===== config.mk =====
export PLATFORM = sky130hd
export DESIGN_NAME = chord_symbol_extractor
export DESIGN_NICKNAME = d
export VERILOG_FILES = /design/src/sv/cse_pkg.sv /design/src/sv/cse_ctrl.sv /design/src/sv/cse_dp.sv /design/src/sv/chord_symbol_extractor.sv
export SDC_FILE = /design/constraint.sdc
export NUM_CORES = 1
export LEC_CHECK = 0
export ABC_AREA = 0
export BUFFER_PORTS_ARGS = -buffer_cell sky130_fd_sc_hd__buf_2
export CELL_PAD_IN_SITES_DETAIL_PLACEMENT = 0
export CELL_PAD_IN_SITES_GLOBAL_PLACEMENT = 2
export CORE_MARGIN = 4
export CORE_UTILIZATION = 40
export CTS_CLUSTER_SIZE = 25
export DETAILED_ROUTE_END_ITERATION = 8
export MAX_ROUTING_LAYER = met4
export PLACE_DENSITY_LB_ADDON = 0.05
export SLEW_MARGIN = 20
export SYNTH_ARGS = -nofsm -noshare
export SYNTH_HDL_FRONTEND = slang
export SYNTH_SLANG_ARGS = --single-unit

===== constraint.sdc =====
create_clock -name clk_i -period 5.7 [get_ports clk_i]
set_input_delay 0.855 -clock clk_i [delete_from_list [all_inputs] [get_ports clk_i]]
set_output_delay 0.855 -clock clk_i [all_outputs]
set_load 0.005 [all_outputs]

===== src/sv/cse_pkg.sv =====
package cse_pkg;

  // default sizes
  localparam int DEF_MAX_CHORD_BYTES = 16;
  localparam int DEF_BAR_COUNT_BITS  = 16;

  // field widths
  localparam int BYTE_W = 8;
  localparam int BEAT_W = 20;
  localparam int CFG_W  = 4;

  localparam logic [BEAT_W-1:0] BEAT_MAX = '1;

  // characters of the notation text
  localparam logic [BYTE_W-1:0] CHAR_BAR     = 8'h7C;
  localparam logic [BYTE_W-1:0] CHAR_QUOTE   = 8'h22;
  localparam logic [BYTE_W-1:0] CHAR_NEWLINE = 8'h0A;

  // configuration port
  localparam int APB_ADDR_W = 3;
  localparam int APB_DATA_W = 32;
  localparam logic REG_BEATS_PER_BAR   = 1'b0;
  localparam logic REG_SAME_BEAT_SHIFT = 1'b1;
  localparam logic [CFG_W-1:0] BEATS_PER_BAR_RESET   = 4'd4;
  localparam logic [CFG_W-1:0] SAME_BEAT_SHIFT_RESET = 4'd2;

  typedef enum logic [1:0] {
    PH_LINE_START = 2'd0,
    PH_SKIP_LINE  = 2'd1,
    PH_IN_LINE    = 2'd2
  } phase_e;

  typedef enum logic [1:0] {
    ST_IDLE  = 2'd0,
    ST_BEAT  = 2'd1,
    ST_FETCH = 2'd2,
    ST_SHOW  = 2'd3
  } state_e;

  // controller to datapath
  typedef struct packed {
    logic accept;      // input item taken this cycle
    logic beat;        // finish start beat, read first buffer entry
    logic fetch;       // read next buffer entry
    logic out_accept;  // result item taken this cycle
  } cmd_t;

  // datapath to controller
  typedef struct packed {
    logic closes;      // incoming byte closes an open chord
    logic last;        // shown result is the final one of the chord
  } stat_t;

endpackage


===== src/sv/cse_ctrl.sv =====
module cse_ctrl (
  input  logic          clk_i,
  input  logic          rst_ni,
  input  logic          in_valid_i,
  output logic          in_ready_o,
  output logic          out_valid_o,
  input  logic          out_ready_i,
  input  cse_pkg::stat_t stat_i,
  output cse_pkg::cmd_t  cmd_o
);

  cse_pkg::state_e state_q, state_d;

  always_ff @(posedge clk_i or negedge rst_ni) begin
    if (!rst_ni) begin
      state_q <= cse_pkg::ST_IDLE;
    end else begin
      state_q <= state_d;
    end
  end

  always_comb begin
    state_d = state_q;
    case (state_q)
      cse_pkg::ST_IDLE: begin
        if (in_valid_i && stat_i.closes) begin
          state_d = cse_pkg::ST_BEAT;
        end
      end
      cse_pkg::ST_BEAT:  state_d = cse_pkg::ST_SHOW;
      cse_pkg::ST_FETCH: state_d = cse_pkg::ST_SHOW;
      cse_pkg::ST_SHOW: begin
        if (out_ready_i) begin
          state_d = stat_i.last ? cse_pkg::ST_IDLE : cse_pkg::ST_FETCH;
        end
      end
      default: state_d = cse_pkg::ST_IDLE;
    endcase
  end

  always_comb begin
    in_ready_o       = 1'b0;
    out_valid_o      = 1'b0;
    cmd_o            = '0;
    case (state_q)
      cse_pkg::ST_IDLE: begin
        in_ready_o   = 1'b1;
        cmd_o.accept = in_valid_i;
      end
      cse_pkg::ST_BEAT:  cmd_o.beat  = 1'b1;
      cse_pkg::ST_FETCH: cmd_o.fetch = 1'b1;
      cse_pkg::ST_SHOW: begin
        out_valid_o      = 1'b1;
        cmd_o.out_accept = out_ready_i;
      end
      default: ;
    endcase
  end

endmodule


===== src/sv/cse_dp.sv =====
module cse_dp #(
  parameter int MAX_CHORD_BYTES = cse_pkg::DEF_MAX_CHORD_BYTES,
  parameter int BAR_COUNT_BITS  = cse_pkg::DEF_BAR_COUNT_BITS
) (
  input  logic                         clk_i,
  input  logic                         rst_ni,
  input  cse_pkg::cmd_t                cmd_i,
  output cse_pkg::stat_t               stat_o,
  input  logic [cse_pkg::BYTE_W-1:0]   text_byte_i,
  input  logic                         end_of_text_i,
  input  logic [cse_pkg::CFG_W-1:0]    beats_per_bar_i,
  input  logic [cse_pkg::CFG_W-1:0]    same_beat_shift_i,
  output logic [cse_pkg::BYTE_W-1:0]   chord_byte_o,
  output logic                         byte_valid_o,
  output logic [cse_pkg::BEAT_W-1:0]   start_beat_o,
  output logic                         last_of_chord_o,
  output logic                         chord_truncated_o
);

  localparam int LEN_W  = $clog2(MAX_CHORD_BYTES + 1);
  localparam int IDX_W  = $clog2(MAX_CHORD_BYTES);
  localparam int PROD_W = BAR_COUNT_BITS + cse_pkg::CFG_W;
  localparam int EXT_W  = (PROD_W > cse_pkg::BEAT_W + 1) ? PROD_W : cse_pkg::BEAT_W + 1;
  localparam int SUM_W  = cse_pkg::BEAT_W + 1;

  cse_pkg::phase_e             phase_q, phase_d;
  logic                        inside_q, inside_d;
  logic [BAR_COUNT_BITS-1:0]   bar_q, bar_d;
  logic [LEN_W-1:0]            len_q, len_d;
  logic                        ovf_q, ovf_d;
  logic [cse_pkg::BEAT_W-1:0]  prev_q, prev_d;
  logic                        have_q, have_d;
  logic [cse_pkg::BEAT_W-1:0]  beat_q, beat_d;
  logic                        eot_q, eot_d;
  logic [LEN_W-1:0]            idx_q, idx_d;
  logic [cse_pkg::BYTE_W-1:0]  rd_q;
  logic [cse_pkg::BYTE_W-1:0]  mem [MAX_CHORD_BYTES];

  logic                        wr_en;
  logic [EXT_W-1:0]            prod;
  logic [cse_pkg::BEAT_W-1:0]  beat_raw;
  logic [SUM_W-1:0]            beat_sum;
  logic [cse_pkg::BEAT_W-1:0]  beat_fin;
  logic [LEN_W-1:0]            idx_next;
  logic                        closes;
  logic                        is_bar, is_quote, is_nl;

  assign is_bar   = (text_byte_i == cse_pkg::CHAR_BAR);
  assign is_quote = (text_byte_i == cse_pkg::CHAR_QUOTE);
  assign is_nl    = (text_byte_i == cse_pkg::CHAR_NEWLINE);
  assign closes   = (phase_q == cse_pkg::PH_IN_LINE) && is_quote && inside_q;

  // start beat: bars times beats per bar, saturated
  assign prod     = EXT_W'(bar_q) * EXT_W'(beats_per_bar_i);
  assign beat_raw = (prod > EXT_W'(cse_pkg::BEAT_MAX)) ? cse_pkg::BEAT_MAX
                                                       : prod[cse_pkg::BEAT_W-1:0];

  // shift when landing on the previous chord's beat
  assign beat_sum = {1'b0, beat_q} + SUM_W'(same_beat_shift_i);
  always_comb begin
    beat_fin = beat_q;
    if (have_q && (beat_q == prev_q)) begin
      beat_fin = beat_sum[cse_pkg::BEAT_W] ? cse_pkg::BEAT_MAX
                                           : beat_sum[cse_pkg::BEAT_W-1:0];
    end
  end

  assign idx_next = idx_q + LEN_W'(1);

  assign stat_o.closes = closes;
  assign stat_o.last   = (len_q == '0) || (idx_next == len_q);

  always_comb begin
    phase_d  = phase_q;
    inside_d = inside_q;
    bar_d    = bar_q;
    len_d    = len_q;
    ovf_d    = ovf_q;
    prev_d   = prev_q;
    have_d   = have_q;
    beat_d   = beat_q;
    eot_d    = eot_q;
    idx_d    = idx_q;
    wr_en    = 1'b0;

    if (cmd_i.accept) begin
      case (phase_q)
        cse_pkg::PH_LINE_START: begin
          if (is_bar) begin
            phase_d = cse_pkg::PH_IN_LINE;
          end else if (is_quote) begin
            phase_d  = cse_pkg::PH_IN_LINE;
            inside_d = 1'b1;
            len_d    = '0;
            ovf_d    = 1'b0;
          end else if (!is_nl) begin
            phase_d = cse_pkg::PH_SKIP_LINE;
          end
        end
        cse_pkg::PH_SKIP_LINE: begin
          if (is_nl) begin
            phase_d = cse_pkg::PH_LINE_START;
          end
        end
        default: begin
          if (is_nl) begin
            phase_d  = cse_pkg::PH_LINE_START;
            inside_d = 1'b0;
            len_d    = '0;
            ovf_d    = 1'b0;
          end else begin
            if (is_bar && (bar_q != '1)) begin
              bar_d = bar_q + BAR_COUNT_BITS'(1);
            end
            if (is_quote) begin
              if (inside_q) begin
                // chord stays in the buffer until it has been sent
                inside_d = 1'b0;
                beat_d   = beat_raw;
              end else begin
                inside_d = 1'b1;
                len_d    = '0;
                ovf_d    = 1'b0;
              end
            end else if (inside_q) begin
              if (len_q < LEN_W'(MAX_CHORD_BYTES)) begin
                wr_en = 1'b1;
                len_d = len_q + LEN_W'(1);
              end else begin
                ovf_d = 1'b1;
              end
            end
          end
        end
      endcase

      eot_d = end_of_text_i;
      if (end_of_text_i) begin
        phase_d  = cse_pkg::PH_LINE_START;
        inside_d = 1'b0;
        bar_d    = '0;
        if (!closes) begin
          len_d  = '0;
          ovf_d  = 1'b0;
          prev_d = '0;
          have_d = 1'b0;
        end
      end
    end

    if (cmd_i.beat) begin
      beat_d = beat_fin;
      if (eot_q) begin
        prev_d = '0;
        have_d = 1'b0;
      end else begin
        prev_d = beat_fin;
        have_d = 1'b1;
      end
    end

    if (cmd_i.out_accept) begin
      if (stat_o.last) begin
        idx_d = '0;
        len_d = '0;
        ovf_d = 1'b0;
      end else begin
        idx_d = idx_next;
      end
    end
  end

  always_ff @(posedge clk_i or negedge rst_ni) begin
    if (!rst_ni) begin
      phase_q  <= cse_pkg::PH_LINE_START;
      inside_q <= 1'b0;
      bar_q    <= '0;
      len_q    <= '0;
      ovf_q    <= 1'b0;
      prev_q   <= '0;
      have_q   <= 1'b0;
      eot_q    <= 1'b0;
      idx_q    <= '0;
    end else begin
      phase_q  <= phase_d;
      inside_q <= inside_d;
      bar_q    <= bar_d;
      len_q    <= len_d;
      ovf_q    <= ovf_d;
      prev_q   <= prev_d;
      have_q   <= have_d;
      eot_q    <= eot_d;
      idx_q    <= idx_d;
    end
  end

  always_ff @(posedge clk_i) begin
    beat_q <= beat_d;
  end

  // chord buffer
  always_ff @(posedge clk_i) begin
    if (wr_en) begin
      mem[len_q[IDX_W-1:0]] <= text_byte_i;
    end
  end

  always_ff @(posedge clk_i) begin
    if (cmd_i.beat || cmd_i.fetch) begin
      rd_q <= mem[idx_q[IDX_W-1:0]];
    end
  end

  assign byte_valid_o      = (len_q != '0);
  assign chord_byte_o      = byte_valid_o ? rd_q : '0;
  assign start_beat_o      = beat_q;
  assign last_of_chord_o   = stat_o.last;
  assign chord_truncated_o = ovf_q;

endmodule


===== src/sv/chord_symbol_extractor.sv =====
// chord symbol extractor: reads notation text one byte per input item; lines
// starting with '|' or '"' are score lines, others are skipped to newline.
// bar marks are counted (saturating) and each quoted chord is collected in a
// MAX_CHORD_BYTES deep buffer; at the closing quote the chord goes out one
// byte per result item with its start beat (bars times beats_per_bar, plus
// same_beat_shift when equal to the previous chord's beat). an empty chord
// gives one item with byte_valid 0; bytes past the buffer are dropped and
// flagged. a byte that does not close a chord needs only its accept step; a
// closing quote is accepted, then a beat step finishes the start beat and
// reads the first buffer entry, then a show step presents the item and waits
// out any output stall; each further item is read from the buffer in a fetch
// step and then shown. the buffer's registered read port sets this read-then-
// show order. no new item is taken while a chord is going out. registers sit
// at byte address 0 (beats_per_bar) and 4 (same_beat_shift), 4 bits each
module chord_symbol_extractor #(
  parameter int MAX_CHORD_BYTES = cse_pkg::DEF_MAX_CHORD_BYTES,
  parameter int BAR_COUNT_BITS  = cse_pkg::DEF_BAR_COUNT_BITS
) (
  input  logic                              clk_i,
  input  logic                              rst_ni,
  // input channel
  input  logic                              in_valid_i,
  output logic                              in_ready_o,
  input  logic [cse_pkg::BYTE_W-1:0]        text_byte_i,
  input  logic                              end_of_text_i,
  // result channel
  output logic                              out_valid_o,
  input  logic                              out_ready_i,
  output logic [cse_pkg::BYTE_W-1:0]        chord_byte_o,
  output logic                              byte_valid_o,
  output logic [cse_pkg::BEAT_W-1:0]        start_beat_o,
  output logic                              last_of_chord_o,
  output logic                              chord_truncated_o,
  // configuration port
  input  logic                              psel,
  input  logic                              penable,
  input  logic                              pwrite,
  input  logic [cse_pkg::APB_ADDR_W-1:0]    paddr,
  input  logic [cse_pkg::APB_DATA_W-1:0]    pwdata,
  output logic [cse_pkg::APB_DATA_W-1:0]    prdata,
  output logic                              pready
);

  logic [cse_pkg::CFG_W-1:0] bpb_q, bpb_d;
  logic [cse_pkg::CFG_W-1:0] shift_q, shift_d;
  logic                      reg_sel;
  logic                      cfg_wr;

  cse_pkg::cmd_t  cmd;
  cse_pkg::stat_t stat;

  // register index is the word address
  assign reg_sel = paddr[2];
  assign cfg_wr  = psel && penable && pwrite;
  assign pready  = 1'b1;

  always_comb begin
    bpb_d   = bpb_q;
    shift_d = shift_q;
    if (cfg_wr) begin
      case (reg_sel)
        cse_pkg::REG_BEATS_PER_BAR:   bpb_d   = pwdata[cse_pkg::CFG_W-1:0];
        cse_pkg::REG_SAME_BEAT_SHIFT: shift_d = pwdata[cse_pkg::CFG_W-1:0];
        default: ;
      endcase
    end
  end

  always_ff @(posedge clk_i or negedge rst_ni) begin
    if (!rst_ni) begin
      bpb_q   <= cse_pkg::BEATS_PER_BAR_RESET;
      shift_q <= cse_pkg::SAME_BEAT_SHIFT_RESET;
    end else begin
      bpb_q   <= bpb_d;
      shift_q <= shift_d;
    end
  end

  // read back, zero extended
  always_comb begin
    case (reg_sel)
      cse_pkg::REG_BEATS_PER_BAR:   prdata = cse_pkg::APB_DATA_W'(bpb_q);
      cse_pkg::REG_SAME_BEAT_SHIFT: prdata = cse_pkg::APB_DATA_W'(shift_q);
      default:                      prdata = '0;
    endcase
  end

  // sequencing: accept, beat, show, then fetch/show per further chord byte
  cse_ctrl u_ctrl (
    .clk_i       (clk_i),
    .rst_ni      (rst_ni),
    .in_valid_i  (in_valid_i),
    .in_ready_o  (in_ready_o),
    .out_valid_o (out_valid_o),
    .out_ready_i (out_ready_i),
    .stat_i      (stat),
    .cmd_o       (cmd)
  );

  // parser state, chord buffer and beat arithmetic
  cse_dp #(
    .MAX_CHORD_BYTES (MAX_CHORD_BYTES),
    .BAR_COUNT_BITS  (BAR_COUNT_BITS)
  ) u_dp (
    .clk_i             (clk_i),
    .rst_ni            (rst_ni),
    .cmd_i             (cmd),
    .stat_o            (stat),
    .text_byte_i       (text_byte_i),
    .end_of_text_i     (end_of_text_i),
    .beats_per_bar_i   (bpb_q),
    .same_beat_shift_i (shift_q),
    .chord_byte_o      (chord_byte_o),
    .byte_valid_o      (byte_valid_o),
    .start_beat_o      (start_beat_o),
    .last_of_chord_o   (last_of_chord_o),
    .chord_truncated_o (chord_truncated_o)
  );

endmodule

==> impl_metrics.env, run 1 <==
export IMPL_status="finished clean"
export IMPL_clkLatencyLatePin_ns=0.52
export IMPL_rrSetupSlack_ns=1.29
export IMPL_relSlewSlack=0.360
export IMPL_die_h_um=184
export IMPL_dieArea_sq_um=33800
export IMPL_yosys_cell_types_count=65
export IMPL_hold_buffers=0
export IMPL_yosys_register_bits=218
export IMPL_grt_first_pass_wirelength_um=48400
export IMPL_muxShareOfSynthArea=0.0823
export IMPL_fin_crit_sh=0.774
export IMPL_antenna_found_initial=1
export IMPL_startpoint="bpb_q[3]$_DFFE_PN0P_"
export IMPL_yosysWarnings=0
export IMPL_reg2reg_to="u_dp.start_beat_o[18]$_DFFE_PP_"
export IMPL_max_freq_ghz=0.227
export IMPL_drive_above_1_share=0.145
export IMPL_hold_class="input port to async pin"
export IMPL_first_global_vias=8247
export IMPL_gp_congestion=0.792
export IMPL_avgSynthCellArea_sq_um=11.5
export IMPL_syn_to_final_growth_pct=10.6
export IMPL_hold_slack_ns=0.264
export IMPL_die_x_um=184
export IMPL_pre_cts_slack_ns=1.27
export IMPL_drv_slew=0
export IMPL_yosysSeqAreaShare=0.505
export IMPL_clockBufferDepth=3
export IMPL_finalHoldViolCount=0
export IMPL_rows=64
export IMPL_setup_viol=0
export IMPL_pin_count=117
export IMPL_io_buffers=57
export IMPL_cp_arrival_ns=4.68
export IMPL_stdcell_count=1534
export IMPL_required_ns=5.97
export IMPL_rr_worst_depth=13
export IMPL_layout_setup_ws_ns=1.29
export IMPL_vias=8134
export IMPL_critPathCaptureType="flip-flop"
export IMPL_finalWirelength_um=30200
export IMPL_place_area_sq_um=12900
export IMPL_overflow=0
export IMPL_async_flop_share=0.284
export IMPL_p_leak_nw=5.42
export IMPL_synth_compound_area_frac=0.0980
export IMPL_design_area_sq_um=13700
export IMPL_crit_fanout=18
export IMPL_numCtsBuffers=25
export IMPL_cts_tree="yes"
export IMPL_grt_max_degree=54
export IMPL_drt_first_pass_iters=5
export IMPL_synth_area_sq_um=12400
export IMPL_yosys_area_share_simple=0.133
export IMPL_p_total_mw=5.10
export IMPL_synth_top_cell_by_area="edfxtp_1"
export IMPL_fin_tns_setup_ns=0
export IMPL_cts_root_buf="clkbuf_16"
export IMPL_clock_sinks=218
export IMPL_drv_cap=0
export IMPL_n_antenna_cell=0
export IMPL_yosys_top_cells_area="edfxtp_1 38%, dfrtp_1 12%, fa_1 4.7%"
export IMPL_skew_ns=0.0216
export IMPL_ir_worst_vdd_mv=0.246
export IMPL_nets=1238
export IMPL_yosys_area_share_xor_xnor=0.0411
export IMPL_synth_edff_count=156
export IMPL_post_route_util=0.448
export IMPL_start_util=0.405
export IMPL_synth_top_family_by_area="simple AND/OR/NAND/NOR gates"
export IMPL_cts_clk_slew_worst_paths_ns=0.06
export IMPL_path_class="flip-flop to flip-flop"
export IMPL_rsz0062_at_grt="no"
export IMPL_cts_setup_buffers=0
export IMPL_layout_common_cells="156 x edfxtp_1, 77 x nand2_1, 68 x inv_1"
export IMPL_wl_per_cell_um=19.7
export IMPL_dr_first_iter_drc_count=547
export IMPL_dp_hpwl_um=21400
export IMPL_syn_inst=1072
export IMPL_worst_slew_pin_slew_ns=0.958
export IMPL_synth_fa_ha_area_frac=0.0864
export IMPL_endpoint="u_dp.start_beat_o[18]$_DFFE_PP_"
export IMPL_dpl_cell_count=1488
export IMPL_ctsResizeCount=0
export IMPL_grtUsageTotal=0.187
export IMPL_htreeDepth=1
export IMPL_ys_flop_type="edfxtp_1"
export IMPL_vias_per_cell=5.30
export IMPL_ant_nets=0
export IMPL_drc=0
export IMPL_rr_startpoint="bpb_q[3]$_DFFE_PN0P_"
export IMPL_fp_coreArea_sq_um=30500
export IMPL_startpoint_type="flip-flop"
export IMPL_synth_top_area_share=0.379
export IMPL_fin_crit_ns=4.41
export IMPL_layout_commonest_cell="edfxtp_1"
export IMPL_powerDensity_nw_per_um2=373
report_power, final:
part	total (mW)	switching, mW	internal, mW
Combinational	1.35	0.777	0.569
Clock	1.45	0.611	0.840
Sequential	2.30	0.312	1.99
worst min path at each step:
| stage | from | end | slack, ns | cells after the start |
|---|---|---|---|---|
| after global placement | u_dp.prev_q[3]$_DFFE_PN0P_ | u_dp.prev_q[3]$_DFFE_PN0P_ | 0.47 | 2 |
| after CTS | rst_ni | u_dp.prev_q[15]$_DFFE_PN0P_ | 0.25 | 1 |
| final | rst_ni | u_dp.prev_q[15]$_DFFE_PN0P_ | 0.26 | 1 |
| after detailed placement | u_dp.prev_q[3]$_DFFE_PN0P_ | u_dp.prev_q[3]$_DFFE_PN0P_ | 0.47 | 2 |
| after floorplan | u_dp.have_q$_DFFE_PN0P_ | u_dp.have_q$_DFFE_PN0P_ | 0.45 | 2 |
| after global routing | rst_ni | u_dp.prev_q[17]$_DFFE_PN0P_ | 0.28 | 1 |
per-layer routing:
metal | share of wire | track usage
met2 | 0.42 | 0.263
met4 | 0.015 | 0.0328
met5 | 0 | -
met3 | 0.047 | 0.0263
met1 | 0.52 | 0.291
cell families after synthesis:
| family | count (synthesis) |
|---|---|
| other | 2 |
| XOR/XNOR | 58 |
| multiplexers | 78 |
| buffers and inverters | 144 |
| adder cells (fa/ha/maj) | 68 |
| AO/OA/AOI/OAI | 187 |
| flip-flops | 218 |
| AND/OR/NAND/NOR | 317 |
Yosys cell counts (31+ instances only):
cell      number
clkbuf_1      40
ha_1          39
dfrtp_1       60
xor2_1        31
nand2_1       77
o21ai_0       53
a21oi_1       40
inv_1         68
mux2i_1       33
nor2_1        58
and2_1        59
edfxtp_1     156
sequential cells by signal (all words and copies together) (netlist names):
| signal | cells |
|---|---|
| u_ctrl.state_q | 2 |
| u_dp.prev_q | 20 |
| u_dp.phase_q | 2 |
| u_dp.mem | 128 |
| u_dp.idx_q | 5 |
| u_dp.bar_q | 16 |
| u_dp.inside_q | 1 |
| u_dp.chord_truncated_o | 1 |
| u_dp.start_beat_o | 20 |
| u_dp.have_q | 1 |
| u_dp.len_q | 5 |
| bpb_q | 4 |
| u_dp.eot_q | 1 |
| u_dp.rd_q | 8 |
| shift_q | 4 |
critical path: stages, from the launching register on:
cell	delay, ns
dfrtp_1	0.76
nand2_1	0.17
fa_1	0.56
inv_1	0.05
fa_1	0.56
inv_1	0.07
fa_1	0.45
nor2b_1	0.18
o31a_1	0.21
o22ai_1	0.14
o31ai_1	0.39
a311oi_1	0.18
xnor2_1	0.17
mux2_2	0.27
layout make-up:
class	count	area [sq um]
fillers	2859	16800
flip-flops and latches	218	6240
clock buffers	40	702
multi-input cells	737	5570
inverters	68	255
repair buffers	69	375
clock inverters	6	32.5
well taps	396	495
(Power assumes the default switching activity.)
==> run 2, diff against run 1 <==
Settings changed: CORE_UTILIZATION 40 to 37.
Clock period 5.7 ns to 3.6 ns, I/O delays scaled along.
==> run 2 against run 1 <==
- the flow now finishes with violations (negative setup slack)
- critical path depth is the same
- setup slack lost 1.4 ns
- final cell count is 10% higher
- via count is 4.9% higher
- utilization rose by 1.1 points
- combinational power is 80% higher
- global-route usage down 0.43 points
- clock skew grew 0.0060 ns
- first-iteration DRC count decreased by 10%
- flip-flop and latch count did not move
- clock power grew 77%
- sequential power grew 56%
- largest cell class unchanged
==> impl_metrics.env, run 2 (synthesis gave the netlist of run 1 again) <==
export IMPL_grt_max_degree=37
export IMPL_grtUsageTotal=0.182
export IMPL_post_route_util=0.459
export IMPL_finalWirelength_um=32400
export IMPL_max_freq_ghz=0.270
export IMPL_cts_root_buf="clkbuf_16"
export IMPL_clkLatencyLatePin_ns=0.54
export IMPL_drive_above_1_share=0.276
export IMPL_nets=1347
export IMPL_path_class="flip-flop to flip-flop"
export IMPL_wl_per_cell_um=19.2
export IMPL_die_x_um=191
export IMPL_crit_fanout=7
export IMPL_finalHoldViolCount=0
export IMPL_fin_crit_sh=1.03
export IMPL_dr_first_iter_drc_count=490
export IMPL_fill_cells=3059
export IMPL_gp_congestion=0.794
export IMPL_first_global_vias=8523
export IMPL_layout_commonest_cell="edfxtp_1"
export IMPL_relSlewSlack=0.449
export IMPL_drc=0
export IMPL_fin_crit_ns=3.70
export IMPL_critPathCaptureType="flip-flop"
export IMPL_skew_ns=0.0276
export IMPL_required_ns=3.89
export IMPL_rsz0062_at_grt="yes"
export IMPL_clock_sinks=218
export IMPL_startpoint_type="flip-flop"
export IMPL_hold_class="input port to async pin"
export IMPL_dieArea_sq_um=36400
export IMPL_drv_slew=0
export IMPL_violations="negative setup slack"
export IMPL_syn_to_final_growth_pct=21.7
export IMPL_drt_first_pass_iters=5
export IMPL_vias_per_cell=5.05
export IMPL_pre_cts_slack_ns=-0.307
export IMPL_clockBufferDepth=3
export IMPL_ant_nets=0
export IMPL_grt_first_pass_wirelength_um=50500
export IMPL_status="complete, but fails checks"
export IMPL_dp_hpwl_um=23600
export IMPL_drv_cap=0
export IMPL_io_buffers=57
export IMPL_overflow=0
export IMPL_die_h_um=191
export IMPL_pin_count=117
export IMPL_htreeDepth=1
export IMPL_ir_worst_vdd_mv=0.433
export IMPL_cts_clk_slew_worst_paths_ns=0.06
export IMPL_start_util=0.377
export IMPL_numCtsBuffers=26
export IMPL_cp_arrival_ns=3.99
export IMPL_powerDensity_nw_per_um2=569
export IMPL_cts_tree="yes"
export IMPL_antenna_found_initial=1
export IMPL_fp_coreArea_sq_um=32800
export IMPL_p_leak_nw=6.03
export IMPL_layout_common_cells="156 x edfxtp_1, 114 x buf_4, 75 x nand2_1"
export IMPL_worst_slew_pin_slew_ns=0.827
export IMPL_vias=8533
export IMPL_setup_viol=5
export IMPL_layout_setup_ws_ns=-0.0990
export IMPL_rows=66
export IMPL_largest_register_ffs=128
run 2: per-stage QoR:
step | hold WS, ns | std cells | cell area [sq um] | TNS [ns] | total power, mW
floorplan | 0.244 | 1099 | 12600 | -0.0538 | 4.99
global placement | 0.467 | 1637 | 13900 | -1.87 | 6.03
detailed placement | 0.476 | 1637 | 13900 | -2.27 | 6.03
CTS | 0.0606 | 1687 | 14900 | -0.521 | 8.65
global route | 0.0870 | 1691 | 15000 | -1.33 | 9.07
finish | 0.0582 | 1691 | 15000 | -0.235 | 8.56
run 2: cell type report:
| type | count | area (sq um) | share of cell area |
|---|---|---|---|
| Multi-Input combinational cell | 737 | 5940 | 0.395 |
| Antenna cell | 1 | 2.50 | 0.000166 |
| Inverter | 68 | 255 | 0.0170 |
| Tap cell | 442 | 553 | 0.0368 |
| Clock buffer | 32 | 683 | 0.0454 |
| Clock inverter | 16 | 158 | 0.0105 |
| Timing Repair Buffer | 177 | 1210 | 0.0804 |
| Sequential cell | 218 | 6240 | 0.415 |
run 2: final timing paths:
path | start | endpoint | slack [ns] | cells after the start
min | rst_ni | u_dp.prev_q[14]$_DFFE_PN0P_ | 0.06 | 1
max | bpb_q[2]$_DFFE_PN1P_ | u_dp.start_beat_o[18]$_DFFE_PP_ | -0.1 | 13
min reg2reg | u_dp.prev_q[3]$_DFFE_PN0P_ | u_dp.prev_q[3]$_DFFE_PN0P_ | 0.49 | 2
max reg2reg | bpb_q[2]$_DFFE_PN1P_ | u_dp.start_beat_o[18]$_DFFE_PP_ | -0.1 | 13
max in group asynchronous | rst_ni | shift_q[1]$_DFFE_PN1P_ | 2.75 | 2
min in group clk_i | pwdata[1] | shift_q[1]$_DFFE_PN1P_ | 0.25 | 2
run 2: per-layer routing:
layer  vias up  track usage  wire length [um]
met5         -            -                 0
met1      4207        0.286             17000
met4         0       0.0340               570
li1       4128            -                 -
met3        30       0.0238              1370
met2       168        0.254             13400
run 2: worst max-delay path: stages (launching register included):
cell and delay (ns):
dfstp_2 0.63, nand2_2 0.07, fa_1 0.48, inv_1 0.05, fa_1 0.50, inv_1 0.06, fa_2 0.37, nor2b_4 0.13
o31a_1 0.25, o22ai_4 0.11, o31ai_4 0.23, a311oi_2 0.14, xnor2_1 0.17, mux2_4 0.26
run 2: what timing repair did:
item,4_1_cts,5_1_grt
gates resized for setup,35,35
endpoints found under the setup margin,9,9
pin swaps,23,30
hold buffers,0,0
buffers inserted,2,5
hold endpoints to repair,0,0
run 2: power breakdown:
part | internal, mW | leakage, nW | switching (mW)
Combinational | 1.03 | 3.41 | 1.39
Clock | 1.50 | 0.394 | 1.05
Sequential | 3.15 | 2.23 | 0.429
==> run 3, diff against run 2 <==
Settings changed: SYNTH_HIERARCHICAL from default to 1.
==> run 3 against run 2 <==
- the run still ends with negative setup slack left
- first-iteration DRC count decreased by 13%
- register-to-register slack improved by 0.08 ns
- clock power increased by 2%
- critical path depth increased by 1
- setup slack improved by 0.083 ns
- final cell count decreased by 4.4%
- critical path type unchanged
- via count decreased by 5.7%
- worst hold slack improved by 0.21 ns
==> impl_metrics.env, run 3 <==
export IMPL_clockBufferDepth=3
export IMPL_post_synth_top_count_cell="edfxtp_1"
export IMPL_drv_slew=0
export IMPL_fp_coreArea_sq_um=32700
export IMPL_cts_tree="yes"
export IMPL_pwr_share_clk=0.324
export IMPL_power_frac_comb=0.248
export IMPL_powerDensity_nw_per_um2=537
export IMPL_io_buffers=57
export IMPL_cp_arrival_ns=3.91
export IMPL_crit_path_frequent_cell="fa_1"
export IMPL_synth_area_sq_um=12300
export IMPL_p_switching_mw=2.53
export IMPL_critPathCaptureType="flip-flop"
export IMPL_setup_viol=3
export IMPL_wl_per_cell_um=19.1
export IMPL_crit_fanout=7
export IMPL_cts_root_buf="clkbuf_16"
export IMPL_vias_per_cell=4.98
export IMPL_synth_edff_count=156
export IMPL_p_seq_frac=0.428
export IMPL_start_util=0.378
export IMPL_cts_clk_slew_worst_paths_ns=0.06
export IMPL_yosys_cell_types_count=72
export IMPL_worstPathCellList="buf_12, buf_4, and2_1, fa_1, inv_1, fa_1, inv_2, ha_4, a21oi_2, o21ai_2, or3_1, o22ai_2, mux2i_1, o2bb2a_4"
export IMPL_drt_first_pass_iters=5
export IMPL_rrSetupSlack_ns=-0.02
export IMPL_vias=8050
export IMPL_gp_congestion=0.752
export IMPL_ir_worst_vdd_mv=0.370
export IMPL_path_class="flip-flop to flip-flop"
export IMPL_dieArea_sq_um=36400
export IMPL_p_int_mw=5.50
export IMPL_max_freq_ghz=0.277
export IMPL_relSlewSlack=0.548
export IMPL_drive_above_1_share=0.299
export IMPL_clkLatencyLatePin_ns=0.55
export IMPL_pin_count=117
export IMPL_grt_first_pass_wirelength_um=49500
export IMPL_synth_top_area_share=0.379
export IMPL_layout_commonest_cell="edfxtp_1"
export IMPL_cp_slowest_cell="fa_1"
export IMPL_p_total_mw=8.03
export IMPL_grt_max_degree=35
export IMPL_synth_top_cell_by_area="edfxtp_1"
export IMPL_first_global_vias=8376
export IMPL_fin_crit_ns=3.62
export IMPL_p_leak_nw=5.98
export IMPL_pre_cts_slack_ns=-0.268
export IMPL_fin_crit_sh=1.00
export IMPL_yosysWarnings=6
export IMPL_violations="negative setup slack"
export IMPL_async_flop_share=0.284
export IMPL_rsz0062_at_grt="yes"
export IMPL_yosysSeqAreaShare=0.505
export IMPL_yosys_top_cells_area="edfxtp_1 38%, dfrtp_1 12%, mux4_2 7.3%"
export IMPL_hold_class="input port to flip-flop"
export IMPL_cp_top_family="adder cells"
export IMPL_ys_flop_type="edfxtp_1"
export IMPL_antenna_found_initial=1
export IMPL_slowest_delay_ns=0.53
export IMPL_drv_cap=0
export IMPL_die_h_um=191
export IMPL_syn_inst=998
export IMPL_dr_first_iter_drc_count=428
export IMPL_ant_nets=0
export IMPL_finalWirelength_um=30900
export IMPL_p_sw_frac=0.316
export IMPL_overflow=0
export IMPL_die_x_um=191
export IMPL_numCtsBuffers=26
export IMPL_required_ns=3.89
export IMPL_nets=1274
export IMPL_startpoint_type="flip-flop"
export IMPL_syn_to_final_growth_pct=21.1
export IMPL_htreeDepth=1
export IMPL_yosys_register_bits=218
export IMPL_status="complete, but fails checks"
export IMPL_grtUsageTotal=0.180
export IMPL_worst_slew_pin_slew_ns=0.678
export IMPL_largest_register_ffs=128
export IMPL_finalHoldViolCount=0
export IMPL_layout_setup_ws_ns=-0.0157
export IMPL_layout_common_cells="156 x edfxtp_1, 104 x buf_4, 61 x inv_1"
export IMPL_drc=0
export IMPL_clock_sinks=218
export IMPL_avgSynthCellArea_sq_um=12.4
export IMPL_rows=66
export IMPL_path_buf_inv=4
export IMPL_skew_ns=0.0161
export IMPL_dp_hpwl_um=21900
export IMPL_synthTopCellsByCount="156 x edfxtp_1, 71 x inv_1, 60 x dfrtp_1"
-- run 3: changes by cell type after synthesis, sizes merged, moves of 6 or more --
cell    delta
nand3      -9
a22o       -6
clkbuf    -17
and3       -8
o31ai      -9
mux4      +24
nand2     -23
nor2       -8
o21ai      -8
a221oi     -9
mux2i     -22
mux2      -11
buf       +11
-- run 3: through the flow --
| step | cell area (sq um) | utilization | setup TNS, ns | std cells | hold slack, ns |
|---|---|---|---|---|---|
| floorplan | 12600 | - | -0.00932 | 1025 | 0.244 |
| global placement | 13800 | 0.421 | -1.70 | 1558 | 0.459 |
| detailed placement | 13800 | 0.421 | -1.91 | 1558 | 0.468 |
| CTS | 14900 | 0.455 | -0.116 | 1613 | 0.244 |
| global route | 15000 | 0.457 | -1.01 | 1615 | 0.266 |
| finish | 15000 | 0.457 | -0.0272 | 1616 | 0.270 |
-- run 3: repair_timing --
action,in CTS,in global routing
hold buffers,1,0
buffers inserted,8,1
hold endpoints to repair,15,0
pin swaps,29,9
gates resized for setup,38,14
setup endpoints to repair,10,10
-- run 3: cells by family after synthesis --
| logic type | after synthesis | share of synthesized area |
|---|---|---|
| AND/OR/NAND/NOR | 275 | 0.124 |
| flip-flops | 218 | 0.505 |
| AO/OA/AOI/OAI | 161 | 0.0852 |
| buffers and inverters | 143 | 0.0560 |
| adder cells (fa/ha/maj) | 69 | 0.0876 |
| multiplexers | 69 | 0.0983 |
| XOR/XNOR | 61 | 0.0433 |
| other | 2 | 0.000608 |
-- run 3: worst paths after layout --
kind,startpoint,end,cells after the start
max,bpb_q[3]$_DFFE_PN0P_,u_dp/start_beat_o[19]$_DFFE_PP_,14
min,pwdata[2],bpb_q[2]$_DFFE_PN1P_,2
max reg2reg,bpb_q[3]$_DFFE_PN0P_,u_dp/start_beat_o[19]$_DFFE_PP_,14
min reg2reg,u_dp/have_q$_DFFE_PN0P_,u_dp/have_q$_DFFE_PN0P_,2
max in group asynchronous,rst_ni,shift_q[1]$_DFFE_PN1P_,3
min in group asynchronous,rst_ni,u_dp/idx_q[3]$_DFFE_PN0P_,2
-- run 3: area by class of cell --
type | instances | area (sq um)
Tap cell | 442 | 553
Sequential cell | 218 | 6240
Clock inverter | 17 | 189
Clock buffer | 29 | 662
Timing Repair Buffer | 171 | 1210
Fill cell | 3058 | 17700
Inverter | 73 | 274
Antenna cell | 2 | 5.00
Multi-Input combinational cell | 664 | 5820
-- run 3: metal layers --
layer  wire length (um)  GRT usage  vias up
met3               1560     0.0238       46
met4                584     0.0356        0
li1                   -          -     3865
met1              15500      0.274     3972
met5                  0          -        -
met2              13300      0.259      167
-- run 3: power by group through the flow --
stage,registers [mW],logic [mW],clock network [mW]
after global routing,3.49,2.22,2.80
after detailed placement,3.50,1.95,0
final,3.43,1.99,2.61
after CTS,3.44,2.02,2.68
after floorplan,3.40,1.25,0
after global placement,3.50,1.94,0
-- run 3: worst register-to-register path: stages, from the launching register on --
cell and delay (ns):
dfrtp_2 0.43, buf_12 0.14, buf_4 0.14, and2_1 0.17, fa_1 0.53, inv_1 0.05
fa_1 0.49, inv_2 0.05, ha_4 0.24, a21oi_2 0.14, o21ai_2 0.08, or3_1 0.36
o22ai_2 0.22, mux2i_1 0.13, o2bb2a_4 0.22
